`src/design/mrrc_pkg.sv`:
```
// package: types, codes and crc helper for the modbus rtu read reply checker
`timescale 1ns / 1ps
package mrrc_pkg;

  localparam int MaxRegsDefault = 10;
  localparam int CmdAddrW = 6;

  localparam logic [1:0] FUNC_BYTE    = 2'd0;
  localparam logic [1:0] FUNC_TIMEOUT = 2'd1;
  localparam logic [1:0] FUNC_FLUSH   = 2'd2;

  localparam logic [2:0] ST_OK      = 3'd0;
  localparam logic [2:0] ST_SLAVE   = 3'd1;
  localparam logic [2:0] ST_EXCEPT  = 3'd2;
  localparam logic [2:0] ST_FUNC    = 3'd3;
  localparam logic [2:0] ST_COUNT   = 3'd4;
  localparam logic [2:0] ST_CRC     = 3'd5;
  localparam logic [2:0] ST_TIMEOUT = 3'd6;

  localparam logic REG_SLAVE_ADDRESS  = 1'b0;
  localparam logic REG_REGISTER_COUNT = 1'b1;

  localparam logic [7:0]  FC_READ_INPUT = 8'h04;
  localparam logic [7:0]  FC_EXC_FLAG   = 8'h80;
  localparam logic [15:0] CRC_INIT      = 16'hFFFF;
  localparam logic [15:0] CRC_POLY      = 16'hA001;

  typedef struct packed {
    logic [1:0] func;
    logic [7:0] rx_byte;
  } in_item_t;

  typedef struct packed {
    logic [2:0]  status;
    logic [3:0]  reg_index;
    logic [15:0] reg_value;
    logic        last;
  } out_item_t;

  typedef struct packed {
    logic [7:0] slave_address;
    logic [3:0] register_count;
  } cfg_t;

  typedef enum logic [1:0] {
    CMD_WORD   = 2'd0,
    CMD_STATUS = 2'd1,
    CMD_BURST  = 2'd2
  } cmd_kind_e;

  typedef struct packed {
    cmd_kind_e           kind;
    logic [2:0]          status;
    logic [CmdAddrW-1:0] addr;
    logic [15:0]         value;
    logic [3:0]          n;
  } cmd_t;

  typedef struct packed {
    logic full;
    logic valid;
  } cmdq_stat_t;

  function automatic logic [15:0] crc16_byte(input logic [15:0] crc, input logic [7:0] b);
    logic [15:0] c;
    c = crc ^ {8'h00, b};
    for (int k = 0; k < 8; k++) begin
      c = c[0] ? ((c >> 1) ^ CRC_POLY) : (c >> 1);
    end
    return c;
  endfunction

endpackage

```
`src/design/modbus_rtu_read_response_checker_unit.sv`:
```
// top level: modbus rtu read-input-registers reply checker
//
//   channel   direction  handshake        payload
//   input     in         push / full      in_item_i  (func, rx_byte)
//   result    out        empty / pop      out_item_o (status, reg_index, reg_value, last)
//   config    in         cfg_we_i         cfg_idx_i, cfg_data_i
//
// one item per cycle at the input while full is low; the front parser registers the updated crc
// a good crc starts a read-out of the word buffer, issuing reads while the result queue has room
// full rises when the two-entry command queue is full, e.g. while a burst drains
// reset clears all control state; the word buffer holds no reset value
`timescale 1ns / 1ps
module modbus_rtu_read_response_checker_unit import mrrc_pkg::*; #(
  parameter int MaxRegs = MaxRegsDefault
) (
  input  logic      clk_i,
  input  logic      rst_ni,
  input  logic      push,
  output logic      full,
  input  in_item_t  in_item_i,
  output logic      empty,
  input  logic      pop,
  output out_item_t out_item_o,
  input  logic      cfg_we_i,
  input  logic      cfg_idx_i,
  input  logic [7:0] cfg_data_i
);

  cfg_t       cfg_q;
  cmd_t       front_cmd, q_cmd;
  logic       front_push, back_pop;
  cmdq_stat_t q_stat;

  always_ff @(posedge clk_i or negedge rst_ni) begin
    if (!rst_ni) begin
      cfg_q.slave_address  <= 8'd1;
      cfg_q.register_count <= 4'd10;
    end else if (cfg_we_i) begin
      case (cfg_idx_i)
        REG_SLAVE_ADDRESS:  cfg_q.slave_address  <= cfg_data_i;
        REG_REGISTER_COUNT: cfg_q.register_count <= cfg_data_i[3:0];
        default:            cfg_q <= cfg_q;
      endcase
    end
  end

  assign full = q_stat.full;

  mrrc_front #(
    .MaxRegs(MaxRegs)
  ) u_front (
    .clk_i      (clk_i),
    .rst_ni     (rst_ni),
    .acc_i      (push && !full),
    .item_i     (in_item_i),
    .cfg_i      (cfg_q),
    .cmd_push_o (front_push),
    .cmd_o      (front_cmd)
  );

  mrrc_cmd_fifo u_cmdq (
    .clk_i  (clk_i),
    .rst_ni (rst_ni),
    .push_i (front_push),
    .cmd_i  (front_cmd),
    .pop_i  (back_pop),
    .stat_o (q_stat),
    .cmd_o  (q_cmd)
  );

  mrrc_back #(
    .MaxRegs(MaxRegs)
  ) u_back (
    .clk_i       (clk_i),
    .rst_ni      (rst_ni),
    .cmd_valid_i (q_stat.valid),
    .cmd_i       (q_cmd),
    .cmd_pop_o   (back_pop),
    .pop_i       (pop),
    .empty_o     (empty),
    .item_o      (out_item_o)
  );

  a_burst_nonzero: assert property (@(posedge clk_i) disable iff (!rst_ni)
    q_stat.valid && (q_cmd.kind == CMD_BURST) |-> (q_cmd.n != 4'd0))
    else $error("burst command with no words");

  a_error_is_last: assert property (@(posedge clk_i) disable iff (!rst_ni)
    !empty && (out_item_o.status != ST_OK) |-> out_item_o.last)
    else $error("error item not marked last");

  a_error_clean: assert property (@(posedge clk_i) disable iff (!rst_ni)
    !empty && (out_item_o.status != ST_OK) |->
      (out_item_o.reg_index == 4'd0) && (out_item_o.reg_value == 16'd0))
    else $error("error item carries register data");

endmodule

```
`src/design/mrrc_front.sv`:
```
// front end: frame parser, crc check and command generation
`timescale 1ns / 1ps
module mrrc_front import mrrc_pkg::*; #(
  parameter int MaxRegs = MaxRegsDefault
) (
  input  logic     clk_i,
  input  logic     rst_ni,
  input  logic     acc_i,
  input  in_item_t item_i,
  input  cfg_t     cfg_i,
  output logic     cmd_push_o,
  output cmd_t     cmd_o
);

  localparam int BPW = $clog2(2 * MaxRegs + 1);
  localparam int EW  = (BPW > 5) ? BPW : 5;

  typedef enum logic [6:0] {
    PH_ADDR  = 7'b0000001,
    PH_FUNC  = 7'b0000010,
    PH_COUNT = 7'b0000100,
    PH_DATA  = 7'b0001000,
    PH_CRCLO = 7'b0010000,
    PH_CRCHI = 7'b0100000,
    PH_DONE  = 7'b1000000
  } phase_e;

  phase_e         phase_q, phase_d;
  logic [15:0]    crc_q, crc_d;
  logic [BPW-1:0] bp_q, bp_d, bp_next;
  logic [7:0]     hi_q, hi_d, lo_q, lo_d;
  logic [15:0]    crc_upd;
  logic           rc_over, count_bad, data_end;
  logic [3:0]     n_words;
  logic [7:0]     b;

  assign b         = item_i.rx_byte;
  assign crc_upd   = crc16_byte(crc_q, b);
  assign rc_over   = EW'(cfg_i.register_count) > EW'(MaxRegs);
  assign count_bad = (cfg_i.register_count == 4'd0) || rc_over ||
                     (b != {3'b000, cfg_i.register_count, 1'b0});
  assign n_words   = rc_over ? 4'(MaxRegs) : cfg_i.register_count;
  assign bp_next   = bp_q + BPW'(1);
  assign data_end  = (EW'(bp_next) >= EW'({cfg_i.register_count, 1'b0})) ||
                     (EW'(bp_next) >= EW'(2 * MaxRegs));

  always_comb begin
    phase_d    = phase_q;
    crc_d      = crc_q;
    bp_d       = bp_q;
    hi_d       = hi_q;
    lo_d       = lo_q;
    cmd_push_o = 1'b0;
    cmd_o      = '0;
    cmd_o.kind = CMD_STATUS;
    if (acc_i) begin
      case (item_i.func)
        FUNC_FLUSH: begin
          phase_d = PH_ADDR;
          crc_d   = CRC_INIT;
          bp_d    = '0;
          hi_d    = '0;
          lo_d    = '0;
        end
        FUNC_TIMEOUT: begin
          if (phase_q inside {PH_FUNC, PH_COUNT, PH_DATA, PH_CRCLO, PH_CRCHI}) begin
            cmd_push_o   = 1'b1;
            cmd_o.status = ST_TIMEOUT;
            phase_d      = PH_DONE;
          end
        end
        FUNC_BYTE: begin
          case (phase_q)
            PH_ADDR: begin
              crc_d = crc16_byte(CRC_INIT, b);
              if (b != cfg_i.slave_address) begin
                cmd_push_o   = 1'b1;
                cmd_o.status = ST_SLAVE;
                phase_d      = PH_DONE;
              end else begin
                phase_d = PH_FUNC;
              end
            end
            PH_FUNC: begin
              if (b == (FC_READ_INPUT | FC_EXC_FLAG)) begin
                cmd_push_o   = 1'b1;
                cmd_o.status = ST_EXCEPT;
                phase_d      = PH_DONE;
              end else if (b != FC_READ_INPUT) begin
                cmd_push_o   = 1'b1;
                cmd_o.status = ST_FUNC;
                phase_d      = PH_DONE;
              end else begin
                crc_d   = crc_upd;
                phase_d = PH_COUNT;
              end
            end
            PH_COUNT: begin
              if (count_bad) begin
                cmd_push_o   = 1'b1;
                cmd_o.status = ST_COUNT;
                phase_d      = PH_DONE;
              end else begin
                crc_d   = crc_upd;
                bp_d    = '0;
                phase_d = PH_DATA;
              end
            end
            PH_DATA: begin
              crc_d = crc_upd;
              if (!bp_q[0]) begin
                hi_d = b;
              end else begin
                cmd_push_o  = 1'b1;
                cmd_o.kind  = CMD_WORD;
                cmd_o.addr  = CmdAddrW'(bp_q >> 1);
                cmd_o.value = {hi_q, b};
              end
              bp_d = bp_next;
              if (data_end) begin
                phase_d = PH_CRCLO;
              end
            end
            PH_CRCLO: begin
              lo_d    = b;
              phase_d = PH_CRCHI;
            end
            PH_CRCHI: begin
              cmd_push_o = 1'b1;
              phase_d    = PH_DONE;
              if ({b, lo_q} != crc_q) begin
                cmd_o.status = ST_CRC;
              end else if (n_words == 4'd0) begin
                cmd_o.status = ST_OK;
              end else begin
                cmd_o.kind = CMD_BURST;
                cmd_o.n    = n_words;
              end
            end
            default: begin
              phase_d = phase_q;
            end
          endcase
        end
        default: begin
          phase_d = phase_q;
        end
      endcase
    end
  end

  always_ff @(posedge clk_i or negedge rst_ni) begin
    if (!rst_ni) begin
      phase_q <= PH_ADDR;
      crc_q   <= CRC_INIT;
      bp_q    <= '0;
      hi_q    <= '0;
      lo_q    <= '0;
    end else begin
      phase_q <= phase_d;
      crc_q   <= crc_d;
      bp_q    <= bp_d;
      hi_q    <= hi_d;
      lo_q    <= lo_d;
    end
  end

endmodule

```
`src/design/mrrc_cmd_fifo.sv`:
```
// two-entry command queue between front end and back end
`timescale 1ns / 1ps
module mrrc_cmd_fifo import mrrc_pkg::*; (
  input  logic       clk_i,
  input  logic       rst_ni,
  input  logic       push_i,
  input  cmd_t       cmd_i,
  input  logic       pop_i,
  output cmdq_stat_t stat_o,
  output cmd_t       cmd_o
);

  cmd_t       mem_q [2];
  logic       wp_q, rp_q;
  logic [1:0] cnt_q;
  logic       do_push, do_pop;

  assign stat_o.full  = (cnt_q == 2'd2);
  assign stat_o.valid = (cnt_q != 2'd0);
  assign do_push      = push_i && !stat_o.full;
  assign do_pop       = pop_i && stat_o.valid;
  assign cmd_o        = mem_q[rp_q];

  always_ff @(posedge clk_i) begin
    if (do_push) begin
      mem_q[wp_q] <= cmd_i;
    end
  end

  always_ff @(posedge clk_i or negedge rst_ni) begin
    if (!rst_ni) begin
      wp_q  <= 1'b0;
      rp_q  <= 1'b0;
      cnt_q <= 2'd0;
    end else begin
      if (do_push) begin
        wp_q <= ~wp_q;
      end
      if (do_pop) begin
        rp_q <= ~rp_q;
      end
      cnt_q <= cnt_q + {1'b0, do_push} - {1'b0, do_pop};
    end
  end

endmodule

```
`src/design/mrrc_back.sv`:
```
// back end: word buffer, burst read-out and result queue
`timescale 1ns / 1ps
module mrrc_back import mrrc_pkg::*; #(
  parameter int MaxRegs = MaxRegsDefault
) (
  input  logic      clk_i,
  input  logic      rst_ni,
  input  logic      cmd_valid_i,
  input  cmd_t      cmd_i,
  output logic      cmd_pop_o,
  input  logic      pop_i,
  output logic      empty_o,
  output out_item_t item_o
);

  localparam int AW = (MaxRegs > 1) ? $clog2(MaxRegs) : 1;

  logic [15:0] mem_q [MaxRegs];
  logic [15:0] rdata_q;
  logic        burst_q, burst_d;
  logic [3:0]  k_q, k_d, n_q, n_d;
  logic        rd_pend_q, rd_last_q;
  logic [3:0]  rd_idx_q;
  logic        room, rd_issue, rd_last, status_issue, mem_we;
  logic [AW-1:0] raddr;

  out_item_t   res_q [2];
  out_item_t   res_in;
  logic        res_wp_q, res_rp_q;
  logic [1:0]  res_cnt_q;
  logic        res_push, res_pop;

  assign room     = ({1'b0, res_cnt_q} + {2'b00, rd_pend_q}) < 3'd2;
  assign rd_issue = burst_q && room;
  assign rd_last  = (k_q == (n_q - 4'd1));
  assign raddr    = AW'(k_q);

  always_comb begin
    cmd_pop_o    = 1'b0;
    status_issue = 1'b0;
    mem_we       = 1'b0;
    burst_d      = burst_q;
    k_d          = k_q;
    n_d          = n_q;
    if (burst_q) begin
      if (rd_issue) begin
        k_d = k_q + 4'd1;
        if (rd_last) begin
          burst_d = 1'b0;
        end
      end
    end else if (cmd_valid_i) begin
      case (cmd_i.kind)
        CMD_WORD: begin
          cmd_pop_o = 1'b1;
          mem_we    = 1'b1;
        end
        CMD_STATUS: begin
          if (room && !rd_pend_q) begin
            cmd_pop_o    = 1'b1;
            status_issue = 1'b1;
          end
        end
        CMD_BURST: begin
          cmd_pop_o = 1'b1;
          burst_d   = 1'b1;
          k_d       = 4'd0;
          n_d       = cmd_i.n;
        end
        default: begin
          cmd_pop_o = 1'b1;
        end
      endcase
    end
  end

  always_ff @(posedge clk_i) begin
    if (mem_we) begin
      mem_q[AW'(cmd_i.addr)] <= cmd_i.value;
    end
    if (rd_issue) begin
      rdata_q <= mem_q[raddr];
    end
  end

  assign res_push = rd_pend_q || status_issue;
  assign res_pop  = pop_i && !empty_o;
  assign empty_o  = (res_cnt_q == 2'd0);
  assign item_o   = res_q[res_rp_q];

  always_comb begin
    if (rd_pend_q) begin
      res_in = '{status: ST_OK, reg_index: rd_idx_q, reg_value: rdata_q, last: rd_last_q};
    end else begin
      res_in = '{status: cmd_i.status, reg_index: 4'd0, reg_value: 16'd0, last: 1'b1};
    end
  end

  always_ff @(posedge clk_i) begin
    if (res_push) begin
      res_q[res_wp_q] <= res_in;
    end
    if (rd_issue) begin
      rd_idx_q  <= k_q;
      rd_last_q <= rd_last;
    end
  end

  always_ff @(posedge clk_i or negedge rst_ni) begin
    if (!rst_ni) begin
      burst_q   <= 1'b0;
      k_q       <= 4'd0;
      n_q       <= 4'd0;
      rd_pend_q <= 1'b0;
      res_wp_q  <= 1'b0;
      res_rp_q  <= 1'b0;
      res_cnt_q <= 2'd0;
    end else begin
      burst_q   <= burst_d;
      k_q       <= k_d;
      n_q       <= n_d;
      rd_pend_q <= rd_issue;
      if (res_push) begin
        res_wp_q <= ~res_wp_q;
      end
      if (res_pop) begin
        res_rp_q <= ~res_rp_q;
      end
      res_cnt_q <= res_cnt_q + {1'b0, res_push} - {1'b0, res_pop};
    end
  end

endmodule
```
`config.mk`:
```
export PLATFORM = sky130hd
export DESIGN_NAME = modbus_rtu_read_response_checker_unit
export DESIGN_NICKNAME = d
export VERILOG_FILES = /design/src/design/mrrc_pkg.sv /design/src/design/modbus_rtu_read_response_checker_unit.sv /design/src/design/mrrc_front.sv /design/src/design/mrrc_cmd_fifo.sv /design/src/design/mrrc_back.sv
export SDC_FILE = /design/constraint.sdc
export NUM_CORES = 1
export LEC_CHECK = 0
export ABC_AREA = 1
export BUFFER_PORTS_ARGS = -buffer_cell sky130_fd_sc_hd__buf_2
export CAP_MARGIN = 20
export CORE_ASPECT_RATIO = 1.2
export CORE_MARGIN = 2
export CORE_UTILIZATION = 40
export DETAILED_ROUTE_END_ITERATION = 8
export SYNTH_ARGS = -nofsm -noshare
export SYNTH_HDL_FRONTEND = slang
export SYNTH_SLANG_ARGS = --single-unit
```
`constraint.sdc`:
```
create_clock -name clk_i -period 3.65 [get_ports clk_i]
set_input_delay 0.1825 -clock clk_i [delete_from_list [all_inputs] [get_ports clk_i]]
set_output_delay 0.1825 -clock clk_i [all_outputs]
set_load 0.005 [all_outputs]
```
Yosys cells after proc, flatten, opt, wreduce, memory -nomap -nowiden:

Memories as Yosys holds them, arrays and structs flattened. A register that Yosys moved wholly into a read port is not among the register bits.
Cells that the tools add are included.

* register bits after elaboration: 79
* bits in writable memories: 270
* input bits: 24
* word-level logic and storage cells: 213
* memories: 3

* $add $sub $neg: 8
* $lt $le $gt $ge: 4
* eq/ne operators: 29
* mux-type cells: 93
* bitwise gates (word level): 24
* reductions and logical operators: 33

Memories
* u_back.mem_q: words 10, bits a word 16, rd ports 1, clocked after Yosys merged registers in 1, wr ports 1, RTL line mrrc_back.sv:18 `logic [15:0] mem_q [MaxRegs];`
* u_cmdq.mem_q: words 2, bits a word 31, rd ports 1, clocked after Yosys merged registers in 0, wr ports 1, RTL line mrrc_cmd_fifo.sv:13 `cmd_t mem_q [2];`
* u_back.res_q: words 2, bits a word 24, rd ports 1, clocked after Yosys merged registers in 0, wr ports 1, RTL line mrrc_back.sv:27 `out_item_t res_q [2];`

Operators with widths (count)
* 16-bit two-way mux: 19
* 16-bit one-hot mux with 4 select lines: 1
* 2-bit NOT with 3-bit output: 16
* 7-bit two-way mux: 6
* 7-bit one-hot mux with 6 select lines: 1
* 20-bit two-way mux: 2
* 4-bit two-way mux: 8
* 16-bit one-hot mux with 2 select lines: 1
* 8-bit one-hot mux with 2 select lines: 2
* 31-bit two-way mux: 1
* 1-bit two-way mux: 30
* 26-bit two-way mux: 1
* 24-bit two-way mux: 1
* 8-bit two-way mux: 3
* 7-bit one-hot mux with 3 select lines: 1
* 5-bit one-hot mux with 2 select lines: 2
* 16-bit != test: 1
* 8-bit NOT with 16-bit output: 1
* 16-bit by 8-bit XOR with 16-bit output: 1
* 3-bit two-way mux: 4
* 3-bit one-hot mux with 4 select lines: 1
* 3-bit != test, second input constant: 3
* 3-bit AND reduction: 3
* 8-bit == test, second input constant: 1
* 47 further kinds: 81

Longest topological paths before layout:

Gate-level depths: netlist of run 1.

* depth in word-level cells: 21
* gate-level depth with buffers: 17

Cells and area by module:

From an unflattened synthesis of run 1, not the netlist that was laid out.

* cell total of the unflattened synthesis: 1577
* area total of the unflattened synthesis: 16462.0 µm²

By module, submodules not included
* mrrc_back: instances 1, cells an instance 807, area each 9665.5 µm²
* mrrc_front: instances 1, cells an instance 521, area each 3736.1 µm²
* mrrc_cmd_fifo: instances 1, cells an instance 195, area each 2568.7 µm²
* modbus_rtu_read_response_checker_unit: instances 1, cells an instance 54, area each 491.7 µm²

Least setup slack after synthesis of run 1:

No wires, ideal clock.

* path kind: in2reg
* start: in in_item_i[7] (netlist name)
* end: mem u_cmdq.mem_q[1][0] (netlist name) (enable)
* arrival: 2593 ps
* data required time: 3235 ps
* path slack: 642 ps
* cell stages on the path: 14
* path through: clkbuf_1 > inv_1 > ha_1 > nand2_1 > nor2_1 > nand2_1 > nor2_1 > nand2_1 > nand2_1 > nand4_1 > nand2_1 > nand2_1 > nand2_1 > nor2_1

* longest elaborated chain between the ends: 9
* elaborated cells between the ends (all ways): 15
* classes of those cells: eq/ne (4); mux (9); reduce/logical (2)

Ends and longest elaborated chain
* start: declaration: RTL line modbus_rtu_read_response_checker_unit.sv:20 `input in_item_t in_item_i,`
* 8-bit by 3-bit != test with 1-bit output / 8-bit by 5-bit != test with 1-bit output (equally long branches): RTL line mrrc_front.sv:89, mrrc_front.sv:41
* 1-bit two-way mux / 1-bit logical OR (equally long branches): RTL line mrrc_front.sv:89, mrrc_front.sv:40
* 1-bit two-way mux (on tied branches): RTL line mrrc_front.sv:85, mrrc_front.sv:99
* 1-bit one-hot mux with 5 select lines (*): RTL line mrrc_front.sv:73 `case (phase_q)`
* 1-bit one-hot mux with 2 select lines (*): RTL line mrrc_front.sv:57 `case (item_i.func)`
* 1-bit two-way mux (*): RTL line mrrc_front.sv:56 `if (acc_i) begin`
* 1-bit logical AND (*): RTL line mrrc_cmd_fifo.sv:20 `assign do_push = push_i && !stat_o.full;`
* 1-bit two-way mux (*): RTL line mrrc_cmd_fifo.sv:25 `if (do_push) begin`
* 1-bit two-way mux (not written as such) (*): RTL line mrrc_cmd_fifo.sv:26 `mem_q[wp_q] <= cmd_i;`
* end: declaration: RTL line mrrc_cmd_fifo.sv:13

Mark *: on every way between the ends. The rest lies on a longest branch, timed or not.

Worst setup path after layout of run 1:

* start: reg u_front.phase_q[5]
* end: mem u_cmdq.mem_q[1][11] (netlist name) (enable)

* longest elaborated chain between the ends: 8
* elaborated cells between the ends (all ways): 14
* classes of those cells: eq/ne (6); mux (6); reduce/logical (2)

Ends and longest elaborated chain
* start: declaration: RTL line mrrc_front.sv:28 `phase_e phase_q, phase_d;`
* start signal: assignment: RTL line mrrc_front.sv:160 `phase_q <= phase_d;`
* 7-bit by 2-bit == test with 1-bit output, or another cell as far along: RTL line mrrc_front.sv:66, mrrc_front.sv:73
* 5-bit nonzero test: RTL line mrrc_front.sv:66 `if (phase_q inside {PH_FUNC, PH_COUNT, PH_DATA, PH_CRCLO, PH_CRCHI}) begin`
* 1-bit two-way mux: RTL line mrrc_front.sv:66
* 1-bit one-hot mux with 2 select lines (*): RTL line mrrc_front.sv:57
* 1-bit two-way mux (*): RTL line mrrc_front.sv:56
* 1-bit logical AND (*): RTL line mrrc_cmd_fifo.sv:20
* 1-bit two-way mux (*): RTL line mrrc_cmd_fifo.sv:25
* 1-bit two-way mux (not written as such) (*): RTL line mrrc_cmd_fifo.sv:26

Marked as above.

==> impl_metrics.yaml, run 1 <==
synthesis:
  synth_cell_types: 49
  synth_area_leaders: "edfxtp_1, dfrtp_1, nand2_1"
  synth-seq-cells: 361
  avgSynthCellArea_um2: 11.1
  synth_edf_count: 287
  yosysTopAreaCell: "edfxtp_1"
  ys_seq_area_frac: 0.666
  synth_top_area_frac: 0.547
  synth_async_sr_flop_share: 0.205
  netlist_area_um2: 15800
  synthesis.nets: 1459
  synth_cells: 1418
  yosys_warnings: 0
  synth-main-ff-cell: "edfxtp_1"
power:
  p_leak_uw: 0.00724
  max-vdd-ir-drop_v: 0.000366
  power_density_nw_per_um2: 715
worst_setup_path:
  regToRegSetupSlack_ns: 1.10
  crit_chain: "inv_2 -> nand3_2 -> inv_2 -> nand4_2 -> nand3_2 -> nor2_1 -> nor2_1 -> inv_1 -> nand2_1 -> nand2_1 -> nor2_2 -> buf_4"
  rr_worst_depth: 12
  reg2reg_to: "u_cmdq.mem_q[1][11]"
  crit_path_max_fanout: 29
  setup.worst_path.end_class: "register"
  crit_required_ns: 3.84
  crit_path_max_incr_delay_ns: 0.38
  r2r_start: "u_front.phase_q[5]"
  cp_slowest_cell: "dfrtp_1"
  start_kind: "register"
  cp.arrival_ns: 2.74
  crit_family: "simple AND/OR/NAND/NOR gates"
  worst-setup-path-type: "register to register"
  path_buf_inv: 4
timing:
  fin_setup_tns_ns: 0
  tightest_slew_ns: 0.791
  skew_ns: 0.0252
  hold_viol_final: 0
  slew_headroom: 0.469
  finalMaxSlewViolations: 0
  fin_crit_ns: 2.55
  setup-violations-final: 0
  max_freq_ghz: 0.391
  min_period_over_period: 0.700
  rsz0062_at_grt: "no"
die:
  dieArea_um2: 41000
  boundaryPins: 50
  fp.dieW_um: 185
  die_y_um: 221
  start_util: 0.406
  rows: 79
  core_um2: 38800
finish:
  drive_gt1_frac: 0.142
  diodes: 0
  final_common_cell: "nand2_1"
  area_delta_synth_final_pct: 14.1
  layout_common_cells: "nand2_1, edfxtp_1, nor2_1"
  stdcell_area_um2: 18000
  final_nets: 1525
route:
  drt_first_pass_iters: 5
  first_iter_violations: 554
  wirelength_um: 34800
  ant_nets: 0
  wl_per_cell_um: 17.1
  routed_via_density: 5.03
  drc: 0
  via_count: 10249
cts:
  clk_path_buf_depth: 3
  cts_tree: "done"
  worstSkewPairLatency_ns: 0.55
  numCtsBuffers: 38
  cts.clk_slew.worst_paths_ns: 0.06
  cts.sinks: 361
  cts_root_buf: "clkbuf_16"
  postCtsSetupBuffers: 0
  htreeDepth: 2
  ctsHoldBuffers: 12
  cts_resized: 0
placed_design:
  postPlaceCellArea_um2: 16600
  dpl.hpwl_um: 22700
  gp_congestion: 0.903
  port-buffer-count: 49
hold_path:
  holdPathEnd: "u_front.hi_q[7]"
  min_from: "in_item_i[7]"
  hold_class: "input pin to register"
  hold-path-cell-count: 3
global_route:
  grt_pass1_wl_um: 55500
  grt_overflow: 0
  antenna_found_initial: 0
  track_usage: 0.173
  grt_pass1_vias: 10346
  grt_max_degree: 85
run:
  drv_cap: 0
run_status:
  status: "completed"
==> final cells by class <==
class                           count  area (um^2)
Fill cell                        3535        20900
Sequential cell                   361        10500
Multi-Input combinational cell    877         4540
Clock buffer                       49         1000
Tap cell                          526          658
Timing Repair Buffer               86          588
Inverter                          120          455
Clock inverter                     18          230
==> power breakdown <==
part	internal, uW	switching (uW)	leakage (uW)
logic	1110	2210	0.00302
registers	5330	360	0.00362
clock network	2250	1590	0.000596
==> per-stage QoR <==
step                      utilization  total power [uW]  worst slack (ns)  std cells  hold slack, ns
after floorplan                     -              7970             0.642       1418          -0.113
after global placement          0.427              9050              1.16       1957           0.417
after detailed placement        0.427              9110              1.11       1957           0.420
after CTS                       0.462             13000              1.09       2036          0.0133
after global routing            0.463             13600             0.832       2037          0.0511
final                           0.463             12800              1.10       2037          0.0415
==> how the worst max path moves through the flow <==
| stage | endpoint | cells past startpoint | startpoint |
|---|---|---|---|
| after floorplan | u_cmdq.mem_q[1][0] | 14 | in_item_i[7] |
| after global placement | u_cmdq.mem_q[1][4] | 12 | u_front.phase_q[5] |
| after detailed placement | u_cmdq.mem_q[1][8] | 12 | u_front.phase_q[5] |
| after CTS | u_cmdq.mem_q[1][11] | 12 | u_front.phase_q[5] |
| after global routing | u_cmdq.mem_q[1][18] | 12 | u_front.phase_q[4] |
| final | u_cmdq.mem_q[1][11] | 12 | u_front.phase_q[5] |
==> layer usage <==
metal	vias up	routed length, um	track usage
li1	5002	-	-
met2	239	17400	0.304
met3	84	1320	0.0239
met4	0	1360	0.0689
met1	4924	14700	0.213
met5	-	0	0
==> Yosys cell counts, drive strengths merged, types with 3 or more instances <==
library cell  number
nand2            320
edfxtp           287
nor2             173
o21ai            127
inv              118
dfrtp             54
nand3             47
clkbuf            37
mux2i             24
buf               23
o221ai            23
xor2              21
dfstp             20
xnor2             20
nor3              18
ha                17
nand4             17
o31ai             14
a21oi             12
a31oi             10
or2               10
o22ai              9
mux2               4
a21boi             3
==> kinds of logic (layout without fill, tap and decap cells) <==
logic type,after synthesis,in the layout,share of synthesized area
simple gates,590,590,0.157
flops,361,361,0.666
compound gates,201,201,0.0767
buf+inv,180,273,0.0461
xor+xnor,41,41,0.0228
mux,28,28,0.0181
fa+ha+maj,17,17,0.0135
==> registers in the layout, indices dropped and copies added, names as in the netlist, 2 cells and up <==
register,cells
u_back.rd_idx_q,4
cfg_q,12
u_front.crc_q,16
u_back.res_q,48
u_back.res_cnt_q,2
u_back.rdata_q,16
u_back.n_q,4
u_back.mem_q,160
u_cmdq.cnt_q,2
u_cmdq.mem_q,58
u_front.hi_q,8
u_front.phase_q,7
u_back.k_q,4
u_front.bp_q,5
u_front.lo_q,8
==> worst register-to-register path, cell delays in order (launching register included) <==
cell and delay, ns:
dfrtp_1 0.38, inv_2 0.08, nand3_2 0.10, inv_2 0.10, nand4_2 0.20, nand3_2 0.37
nor2_1 0.11, nor2_1 0.11, inv_1 0.07, nand2_1 0.12, nand2_1 0.11, nor2_2 0.09
buf_4 0.34
Note: power is estimated with default switching activity, not from simulation.
==> run 2: changes to the inputs <==
==> constraint.sdc (replaced) <==
create_clock -name clk_i -period 2.4 [get_ports clk_i]
set_input_delay 0.12 -clock clk_i [delete_from_list [all_inputs] [get_ports clk_i]]
set_output_delay 0.12 -clock clk_i [all_outputs]
set_load 0.005 [all_outputs]
==> run 2 against run 1 <==
Design area is 2.7% higher. Power is 54% higher. Via count is 1.6% higher. Register-to-register slack worse by 0.90 ns. Die area stayed put. Clock skew is 0.0078 ns lower. Setup slack worse by 0.90 ns. Maximum frequency is 16% higher. Hold slack worse by 0.019 ns. Largest cell class unchanged. Largest power group unchanged.
==> impl_metrics.yaml, run 2 (same netlist as run 1, synthesis figures left out) <==
run_status:
  status: "completed"
power:
  p_comb_frac: 0.276
  max-vdd-ir-drop_v: 0.000618
  seq_power_share: 0.428
  clockPowerShare: 0.296
  power.internal_uw: 13400
  p_sw_frac: 0.326
  power_switching_uw: 6460
  p_leak_uw: 0.00746
  power.total_uw: 19800
  power_density_nw_per_um2: 1070
finish:
  area_delta_synth_final_pct: 17.1
  fill_cells: 3504
  multiInputGateArea_um2: 4570
  diodes: 0
  drive_gt1_frac: 0.167
  seq_area_um2: 10500
  final_common_cell: "nand2_1"
  largest_reg_flops: 160
  regMostFlops: "u_back.mem_q"
  layout_common_cells: "nand2_1, edfxtp_1, nor2_1"
  finish.utilization: 0.475
  top_regs: "u_back.mem_q (160), u_cmdq.mem_q (58), u_back.res_q (48)"
  final_nets: 1568
worst_setup_path:
  crit_required_ns: 2.64
  crit_chain: "inv_1 -> a21oi_1 -> nor3_1 -> nand2_1 -> nand2_2 -> nand4_1 -> nand2_1 -> nand2_1 -> nand2_2 -> nor2_4 -> buf_12"
  crit_path_max_fanout: 29
  start_kind: "register"
  setup.worst_path.end_class: "register"
  cp.arrival_ns: 2.44
  worst-setup-path-type: "register to register"
  worst_path_most_repeated_cell: "nand2_1"
  cp_slowest_cell: "dfstp_2"
  crit_path_max_incr_delay_ns: 0.56
placed_design:
  port-buffer-count: 49
  place_ws_ns: 0.113
  dpl.hpwl_um: 23600
  gp_congestion: 0.908
route:
  wl_met2_um: 18100
  drc: 0
  m1WireLength_um: 15000
  highest_layer: "met4"
  routed_via_density: 5.00
  via_count: 10409
  met3_length_um: 1250
  ant_nets: 0
  wirelength_um: 35800
  drt_first_pass_iters: 5
  wl_per_cell_um: 17.2
  first_iter_violations: 659
global_route:
  grt_overflow: 0
  antenna_found_initial: 0
  grt_max_degree: 67
  grt_pass1_wl_um: 57100
  track_usage: 0.179
  grt_pass1_vias: 10423
timing:
  min_period_over_period: 0.918
  setup_slack_ns: 0.198
  hold_viol_final: 0
  skew_ns: 0.0174
  whs_ns: 0.0226
  setup-violations-final: 0
  slew_headroom: 0.399
  fin_crit_ns: 2.20
  max_freq_ghz: 0.454
  finalMaxSlewViolations: 0
  tightest_slew_ns: 0.901
die:
  rows: 79
  start_util: 0.406
  die_y_um: 221
  dieArea_um2: 41000
  boundaryPins: 50
  fp.dieW_um: 185
  core_um2: 38800
cts:
  cts_tree: "done"
  cts.clk_slew.worst_paths_ns: 0.06
  worstSkewPairLatency_ns: 0.55
  cts.sinks: 361
  numCtsBuffers: 38
  cts_root_buf: "clkbuf_16"
  clk_path_buf_depth: 3
  htreeDepth: 2
run:
  drv_cap: 0
hold_path:
  hold_class: "input pin to register"
run 2: metrics by stage:
stage	cell area (um^2)	cells	TNS, ns
2_1_floorplan	15800	1418	0
3_3_place_gp	17000	1992	0
3_5_place_dp	17000	1992	0
4_1_cts	18400	2080	0
5_1_grt	18500	2081	-0.00485
6_report	18500	2081	0
run 2: final timing paths:
path                                    from            endpoint  slack (ns)  cells past startpoint
worst min-delay path            in_item_i[8]  u_front.phase_q[6]        0.02                      5
min in group asynchronous             rst_ni  u_front.phase_q[6]        0.24                      2
worst min register to register   u_cmdq.wp_q         u_cmdq.wp_q        0.47                      2
max in group asynchronous             rst_ni    u_front.crc_q[0]        1.38                      3
worst max register to register      cfg_q[3]  u_cmdq.mem_q[1][7]        0.20                     11
worst max-delay path                cfg_q[3]  u_cmdq.mem_q[1][7]        0.20                     11
run 2: final cells by class:
cell class,instances,area share
Sequential cell,361,0.569
Multi-Input combinational cell,877,0.248
Timing Repair Buffer,129,0.0548
Clock buffer,44,0.0533
Inverter,120,0.0247
Tap cell,526,0.0357
Clock inverter,24,0.0150
run 2: routing by layer:
layer,global-route usage,vias up
li1,-,5105
met1,0.219,5017
met2,0.312,221
met3,0.0260,66
met4,0.0748,0
met5,0,-
run 2: power groups by stage:
stage | logic [uW] | clock network [uW] | registers, uW
floorplan | 3630 | 0 | 8500
global route | 6180 | 6240 | 8580
detailed placement | 5470 | 0 | 8620
finish | 5460 | 5870 | 8490
CTS | 5520 | 6010 | 8500
global placement | 5390 | 0 | 8590
run 2: repair_timing:
item / in CTS / in global routing
setup endpoints to repair: 0 / 84
endpoints found under the hold margin: 79 / 0
hold buffers: 20 / 0
resized for setup: 0 / 7
setup buffers: 0 / 1
run 2: worst max-delay path, delay by kind of cell (launching register included):
| kind | cells | cell delay (ns) |
|---|---|---|
| AO/OA/AOI/OAI | 1 | 0.23 |
| buffers and inverters | 2 | 0.29 |
| flip-flops | 1 | 0.56 |
| AND/OR/NAND/NOR | 8 | 0.79 |
